<file path="src/rtl/core/tga_rle_pkg.sv">
// shared types and constants of the tga run-length pixel decoder
package tga_rle_pkg;

  // packet header fields
  localparam logic [7:0] HdrRunBit    = 8'h80;
  localparam logic [6:0] HdrCountMask = 7'd127;

  // register map: word index of each configuration register
  localparam int unsigned RegAddrWidth = 4;
  typedef enum logic [1:0] {
    RegImageWidth    = 2'd0,
    RegImageHeight   = 2'd1,
    RegBytesPerPixel = 2'd2,
    RegUnused        = 2'd3
  } reg_idx_e;

  // pixel size code for four bytes per pixel
  localparam logic [2:0] Bpp4 = 3'd4;

  // one decoded pixel result
  typedef struct packed {
    logic [7:0] red;
    logic [7:0] green;
    logic [7:0] blue;
    logic [7:0] alpha;
    logic [7:0] repeat_count;
    logic       end_of_image;
    logic       overrun;
  } result_t;

endpackage

</file>
<file path="src/rtl/core/tga_rle_pixel_decoder_core.sv">
// top level of the tga run-length pixel decoder
//
// Takes one compressed byte per cycle while in_ready_o is high and gives one
// registered result per completed pixel: colour, repeat count (runs are not
// expanded), end-of-image and overrun flags. Every byte is handled by counter
// and compare logic feeding a two-entry output buffer, so the input keeps
// accepting a byte every cycle while a result waits; in_ready_o drops only
// when both buffer entries are full. The pixel total (width times height) is
// formed by a 16x16 multiply at the moment a size register is written, so
// configuration writes take effect at once.
module tga_rle_pixel_decoder_core (
  input  logic                                 clk_i,
  input  logic                                 rst_ni,
  // configuration port
  input  logic                                 psel,
  input  logic                                 penable,
  input  logic                                 pwrite,
  input  logic [tga_rle_pkg::RegAddrWidth-1:0] paddr,
  input  logic [31:0]                          pwdata,
  output logic [31:0]                          prdata,
  output logic                                 pready,
  // byte input
  input  logic                                 in_valid_i,
  output logic                                 in_ready_o,
  input  logic [7:0]                           in_byte_i,
  // pixel output
  output logic                                 out_valid_o,
  input  logic                                 out_ready_i,
  output logic [7:0]                           red_o,
  output logic [7:0]                           green_o,
  output logic [7:0]                           blue_o,
  output logic [7:0]                           alpha_o,
  output logic [7:0]                           repeat_count_o,
  output logic                                 end_of_image_o,
  output logic                                 overrun_o
);
  import tga_rle_pkg::*;

  // configuration registers
  logic [15:0] width_q, height_q;
  logic [2:0]  bpp_q;
  logic [31:0] total_q;

  // decoder state
  logic        expect_header_q;
  logic        packet_is_run_q;
  logic        packet_clipped_q;
  logic [7:0]  packet_left_q;
  logic [1:0]  byte_pos_q;
  logic [7:0]  held_q [3];
  logic [31:0] pixels_done_q;

  // output buffer
  logic        out_valid_q, skid_valid_q;
  result_t     out_q, skid_q;

  // register access
  reg_idx_e    reg_idx;
  logic        cfg_wr;
  logic [15:0] wdata_fix, width_fix, height_fix;

  assign pready  = 1'b1;
  assign reg_idx = reg_idx_e'(paddr[RegAddrWidth-1:2]);
  assign cfg_wr  = psel & penable & pwrite & pready;

  // zero size counts as one
  assign wdata_fix  = (pwdata[15:0] == 16'd0) ? 16'd1 : pwdata[15:0];
  assign width_fix  = (width_q == 16'd0) ? 16'd1 : width_q;
  assign height_fix = (height_q == 16'd0) ? 16'd1 : height_q;

  // register read mux
  always_comb begin
    case (reg_idx)
      RegImageWidth:    prdata = {16'd0, width_q};
      RegImageHeight:   prdata = {16'd0, height_q};
      RegBytesPerPixel: prdata = {29'd0, bpp_q};
      default:          prdata = 32'd0;
    endcase
  end

  // register writes, pixel total recomputed with the new size
  always_ff @(posedge clk_i or negedge rst_ni) begin
    if (!rst_ni) begin
      width_q  <= 16'd1;
      height_q <= 16'd1;
      bpp_q    <= 3'd3;
      total_q  <= 32'd1;
    end else if (cfg_wr) begin
      case (reg_idx)
        RegImageWidth: begin
          width_q <= pwdata[15:0];
          total_q <= 32'(wdata_fix) * 32'(height_fix);
        end
        RegImageHeight: begin
          height_q <= pwdata[15:0];
          total_q  <= 32'(width_fix) * 32'(wdata_fix);
        end
        RegBytesPerPixel: bpp_q <= pwdata[2:0];
        default: ;
      endcase
    end
  end

  // byte decode
  logic        accept, push, pop;
  logic        four_bytes;
  logic [32:0] diff;
  logic        done_reached;
  logic [31:0] remaining;
  logic [7:0]  hdr_count;
  logic        hdr_clip;
  logic [2:0]  pos_inc;
  logic        pixel_end;
  logic [7:0]  rep;
  logic        last;
  logic [7:0]  red_new;
  result_t     res;

  assign in_ready_o = ~skid_valid_q;
  assign accept     = in_valid_i & in_ready_o;
  assign four_bytes = (bpp_q == Bpp4);

  // pixels left in the image, done count at or past the total means finished
  assign diff         = {1'b0, total_q} - {1'b0, pixels_done_q};
  assign done_reached = diff[32] | (diff[31:0] == 32'd0);
  assign remaining    = done_reached ? total_q : diff[31:0];

  // header count and clipping
  assign hdr_count = {1'b0, in_byte_i[6:0] & HdrCountMask} + 8'd1;
  assign hdr_clip  = 32'(hdr_count) > remaining;

  // pixel byte position
  assign pos_inc   = {1'b0, byte_pos_q} + 3'd1;
  assign pixel_end = ~expect_header_q & (pos_inc >= (four_bytes ? 3'd4 : 3'd3));

  // repeat count and end of image
  assign rep     = (packet_is_run_q && packet_left_q != 8'd0) ? packet_left_q : 8'd1;
  assign last    = done_reached | (diff[31:0] <= 32'(rep));
  assign red_new = four_bytes ? held_q[2] : in_byte_i;

  always_comb begin
    res.red          = red_new;
    res.green        = held_q[1];
    res.blue         = held_q[0];
    res.alpha        = four_bytes ? in_byte_i : 8'd0;
    res.repeat_count = rep;
    res.end_of_image = last;
    res.overrun      = packet_clipped_q;
  end

  assign push = accept & pixel_end;
  assign pop  = out_valid_q & out_ready_i;

  // decoder state update
  always_ff @(posedge clk_i or negedge rst_ni) begin
    if (!rst_ni) begin
      expect_header_q  <= 1'b1;
      packet_is_run_q  <= 1'b0;
      packet_clipped_q <= 1'b0;
      packet_left_q    <= 8'd0;
      byte_pos_q       <= 2'd0;
      held_q           <= '{default: 8'd0};
      pixels_done_q    <= 32'd0;
    end else if (accept) begin
      if (expect_header_q) begin
        if (done_reached) pixels_done_q <= 32'd0;
        packet_is_run_q  <= (in_byte_i & HdrRunBit) != 8'd0;
        packet_clipped_q <= hdr_clip;
        packet_left_q    <= hdr_clip ? remaining[7:0] : hdr_count;
        byte_pos_q       <= 2'd0;
        expect_header_q  <= 1'b0;
      end else if (!pixel_end) begin
        if (byte_pos_q != 2'd3) held_q[byte_pos_q] <= in_byte_i;
        byte_pos_q <= pos_inc[1:0];
      end else begin
        held_q[2]  <= red_new;
        byte_pos_q <= 2'd0;
        if (last) begin
          pixels_done_q   <= 32'd0;
          expect_header_q <= 1'b1;
          packet_left_q   <= 8'd0;
        end else begin
          pixels_done_q <= pixels_done_q + 32'(rep);
          if (packet_is_run_q || packet_left_q <= 8'd1) begin
            packet_left_q   <= 8'd0;
            expect_header_q <= 1'b1;
          end else begin
            packet_left_q <= packet_left_q - 8'd1;
          end
        end
      end
    end
  end

  // two-entry output buffer
  always_ff @(posedge clk_i or negedge rst_ni) begin
    if (!rst_ni) begin
      out_valid_q  <= 1'b0;
      skid_valid_q <= 1'b0;
    end else if (skid_valid_q) begin
      if (pop) begin
        skid_valid_q <= 1'b0;
      end
    end else if (push && out_valid_q && !pop) begin
      skid_valid_q <= 1'b1;
    end else if (push) begin
      out_valid_q <= 1'b1;
    end else if (pop) begin
      out_valid_q <= 1'b0;
    end
  end

  // output buffer payload
  always_ff @(posedge clk_i) begin
    if (skid_valid_q) begin
      if (pop) out_q <= skid_q;
    end else if (push && out_valid_q && !pop) begin
      skid_q <= res;
    end else if (push) begin
      out_q <= res;
    end
  end

  assign out_valid_o    = out_valid_q;
  assign red_o          = out_q.red;
  assign green_o        = out_q.green;
  assign blue_o         = out_q.blue;
  assign alpha_o        = out_q.alpha;
  assign repeat_count_o = out_q.repeat_count;
  assign end_of_image_o = out_q.end_of_image;
  assign overrun_o      = out_q.overrun;

  // second buffer entry only fills behind the first
  assert property (@(posedge clk_i) disable iff (!rst_ni) skid_valid_q |-> out_valid_q)
    else $error("skid entry valid while head entry empty");

  // a packet in progress always has pixels left, a finished one none
  assert property (@(posedge clk_i) disable iff (!rst_ni)
    expect_header_q |-> packet_left_q == 8'd0)
    else $error("pixels left while awaiting a header");

  assert property (@(posedge clk_i) disable iff (!rst_ni)
    !expect_header_q |-> packet_left_q != 8'd0)
    else $error("packet in progress with no pixels left");

  // repeat count stays within a packet's span
  assert property (@(posedge clk_i) disable iff (!rst_ni)
    out_valid_o |-> (repeat_count_o != 8'd0) && (repeat_count_o <= 8'd128))
    else $error("repeat count out of range");

endmodule
</file>
<file path="config.mk">
export PLATFORM = sky130hd
export DESIGN_NAME = tga_rle_pixel_decoder_core
export DESIGN_NICKNAME = d
export VERILOG_FILES = /design/src/rtl/core/tga_rle_pkg.sv /design/src/rtl/core/tga_rle_pixel_decoder_core.sv
export SDC_FILE = /design/constraint.sdc
export NUM_CORES = 2
export LEC_CHECK = 0
export ABC_CLOCK_PERIOD_IN_PS = 6700
export BUFFER_PORTS_ARGS = -buffer_cell sky130_fd_sc_hd__buf_2
export CAP_MARGIN = 20
export CORE_ASPECT_RATIO = 1.2
export CORE_MARGIN = 3
export CORE_UTILIZATION = 55
export DETAILED_ROUTE_END_ITERATION = 10
export GPL_ROUTABILITY_DRIVEN = 0
export GPL_TIMING_DRIVEN = 0
export HOLD_SLACK_MARGIN = 0.05
export PLACE_DENSITY = 0.82
export RECOVER_POWER = 50
export SYNTH_ARGS = -nofsm -noshare
export SYNTH_HDL_FRONTEND = slang
export SYNTH_SLANG_ARGS = --single-unit
export TNS_END_PERCENT = 100
</file>
<file path="constraint.sdc">
create_clock -name clk_i -period 6.7 [get_ports clk_i]
set_input_delay 2.01 -clock clk_i [delete_from_list [all_inputs] [get_ports clk_i]]
set_output_delay 2.01 -clock clk_i [all_outputs]
set_load 0.05 [all_outputs]
</file>
==> run metrics <==
Total Wirelength=90570 µm; setup ws final=-1.157 ns; clock tree root driver cell=clkbuf_16; final setup fails=22; Final Critical Period=7.857 ns; Antenna Nets Post-Route=0; vias in the first global route=roughly 26000; CTS tree=built; Ports=128; grt total ovfl=0; Peak Freq=about 0.13 GHz; most used cell along the critical path=fa_1; Fin. Hold Viols=0; Netlist cell types=77; clk_skew=0.01129 ns; DRC viols=0; Finished Layout Cells=4155; CORE AREA=~53000 µm²; Syn Area/Cell=9.175 µm²; share of async-settable or async-resettable flops after synthesis=approximately 62%; Starting DRT DRC Count=roughly 2200; largest net degree at the start of global routing=86; die width=218.8 µm; fin crit share=117.3%; global-route wire length before repair=139700 µm; clock-pin slew on the worst setup and hold paths=0.07 ns; slowest cell delay on critical path=0.55 ns; Placed Instances=4057; Chip Height=261.3 µm; final max-slew violation count=141; slew margin rel.=-106.4%; Crit. End Element=flop; RSZ-0062 raised after global routing=true; Post-Place Worst Slack=-2.297 ns; Worst-Margin Slew=3.096 ns; Slowest-stage cell, CP=fa_1; DRT Pass-1 Iters=8; number of synthesized flops with an enable pin=84; Layout Nets=4147; Hold-fix buffers, CTS=0; share of cells above drive strength 1=between 15 and 20%; clock sinks=222; Synth Register Bits=222; CTS buffer count=24; Post-DP HPWL=~66000 µm; status=finished with violations; hold crit path type=flop to flop; IO Port Bufs=78; critical path peak fanout=10; clock latency on the worst-skew pair=0.54 ns; Mapped Area=approximately 30000 µm²; Tot GR Track Use=31.42%; Crit path required time=7.11 ns; synth warn=0; full die area=57160 µm²; failing checks=max-capacitance violations, max-slew violations, negative setup slack; H-tree Lvls=1; vias per cell=6.044; Max Cap Viol=2; Longest Clk Path Bufs=3; initial antenna violation count=1; Critical Path AT=about 8.3 ns; initial core utilization=56.17%; via count=25110; row count=92; Area growth syn-to-layout=14.66%; critical path class=input pin to flop; ys flop type=dfrtp_1; Post-Synthesis Cells=3256; register area share after synthesis=about a fifth; Routed WL per cell=21.80 µm; startpoint type of the worst setup path=input pin
kinds of logic after synthesis:
family                     after synthesis  share of synthesized area (%)
adders and majority gates              665                          37.65
muxes                                  134                          4.917
xor gates and xnor gates                82                          2.404
and+or+nand+nor                        971                          15.87
buffers and inverters                  713                          9.198
AOI/OAI and AO/OA                      467                          9.905
other                                    2                        0.02514
DFF                                    222                          20.03
repair_timing:
item,in CTS,in global routing
endpoints found under the setup margin,25,31
pin swaps,45,43
buffers inserted,36,17
gates resized for setup,200,95
gates cloned,1,0
critical path, delay by kind of cell:
kind | cells | cell delay, ns
multiplexers | 1 | 0.37
XOR/XNOR | 1 | 0.13
buffers and inverters | 5 | 0.56
adder cells (fa/ha/maj) | 7 | 3.42
AND/OR/NAND/NOR | 2 | 0.29
AO/OA/AOI/OAI | 9 | 1.45
area by class of cell:
type | instances | area [µm²]
diodes | 1 | 2.502
plain buffers | 199 | 1473
clock buffers | 31 | 666.9
clock inverters | 13 | 156.4
fillers | 3966 | 18930
inverters | 514 | 1932
multi-input cells | 2336 | 22230
flip-flops and latches | 222 | 5983
well taps | 705 | 882.1
repair buffers | 134 | 927.1
path summary, 6_finish.rpt:
kind,start,to,slack [ns],cells after the start
worst max-delay path,pwdata[10],total_q[29],-1.16,25
worst min-delay path,held_q[18],skid_q[20],0.47,0
worst max register to register,width_q[13],total_q[29],-1.01,25
worst min register to register,held_q[18],skid_q[20],0.47,0
max in group asynchronous,rst_ni,height_q[12],0.76,2
min in group asynchronous,rst_ni,pixels_done_q[5],2.48,1
layer usage:
layer / wire [µm] / share of wire [%] / GRT usage, % / vias to the layer above
met5: 0 / 0 / 0 / -
met4: 8146 / 9.0 / 21.18 / 0
met3: 8342 / 9.2 / 5.849 / 484
met2: 43580 / 48 / 53.92 / 1484
met1: 30500 / 34 / 35.75 / 12310
li1: - / - / - / 10840
state kept, by name (all words and copies together), names as in the netlist:
name              cells
skid_valid_q          1
pixels_done_q        32
expect_header_q       1
packet_left_q         8
held_q               24
width_q              16
skid_q               42
bpp_q                 3
alpha_o               8
out_valid_o           1
red_o                 8
packet_clipped_q      1
green_o               8
total_q              32
height_q             16
repeat_count_o        8
end_of_image_o        1
byte_pos_q            2
blue_o                8
overrun_o             1
packet_is_run_q       1
placed cells by master, fill, tap and decap left out, types with 23 or more instances in the layout:
cell type  netlist  final
nor2_1         105     99
fa_1           390    377
mux2i_1         32     30
o21ai_0        128     94
a21oi_2          1     23
xnor2_1         57     50
buf_4           17     61
nor3_1          33     31
nand2_1        411    406
a21oi_1        127    102
clkbuf_1       172    127
clkbuf_8         0     23
nor4_1          26     23
and2_1         237    224
edfxtp_1        84     84
inv_1          514    500
dfrtp_1        132    132
ha_1           275    255
clkbuf_16        0     42
mux2_2         100     89
buf_2            6     70
a21o_1          45     45
o21ai_1          5     28
nand3_1         37     34
cell usage after synthesis (8+ instances only):
master | instances | area (µm²)
a21o_1 | 45 | 337.8
a21oi_1 | 127 | 635.6
a22oi_1 | 8 | 60.06
a31oi_1 | 13 | 81.33
and2_1 | 237 | 1483
and3_1 | 15 | 93.84
buf_4 | 17 | 127.6
clkbuf_1 | 172 | 645.6
dfrtp_1 | 132 | 3303
edfxtp_1 | 84 | 2522
fa_1 | 390 | 7807
ha_1 | 275 | 3441
inv_1 | 514 | 1929
mux2_2 | 100 | 1126
mux2i_1 | 32 | 320.3
nand2_1 | 411 | 1543
nand2b_1 | 24 | 150.1
nand3_1 | 37 | 185.2
nand4_1 | 13 | 81.33
nor2_1 | 105 | 394.1
nor2b_1 | 23 | 143.9
nor3_1 | 33 | 165.2
nor4_1 | 26 | 162.7
o2111ai_1 | 9 | 78.83
o211ai_1 | 18 | 135.1
o21a_1 | 15 | 112.6
o21ai_0 | 128 | 640.6
o21bai_1 | 16 | 120.1
o31ai_1 | 11 | 82.58
or3_1 | 17 | 106.4
or4_1 | 8 | 60.06
xnor2_1 | 57 | 499.2
xor2_1 | 25 | 219.0
stage by stage:
step           setup TNS (ns)  hold WS [ns]  area, µm²  util [%]
6_report               -13.80        0.4725      34250     64.41
5_1_grt                -17.97        0.4961      34250     64.41
4_1_cts                -10.26        0.4739      33810     63.58
3_5_place_dp           -35.85        0.4610      31760     59.71
3_3_place_gp           -44.00        0.4501      31660     59.54
2_1_floorplan          -11.11        0.4372      30390         -
Power is left out: the tool's default activity adds up to more than one toggle a clock period on the data nets, which glitch-free logic cannot reach.
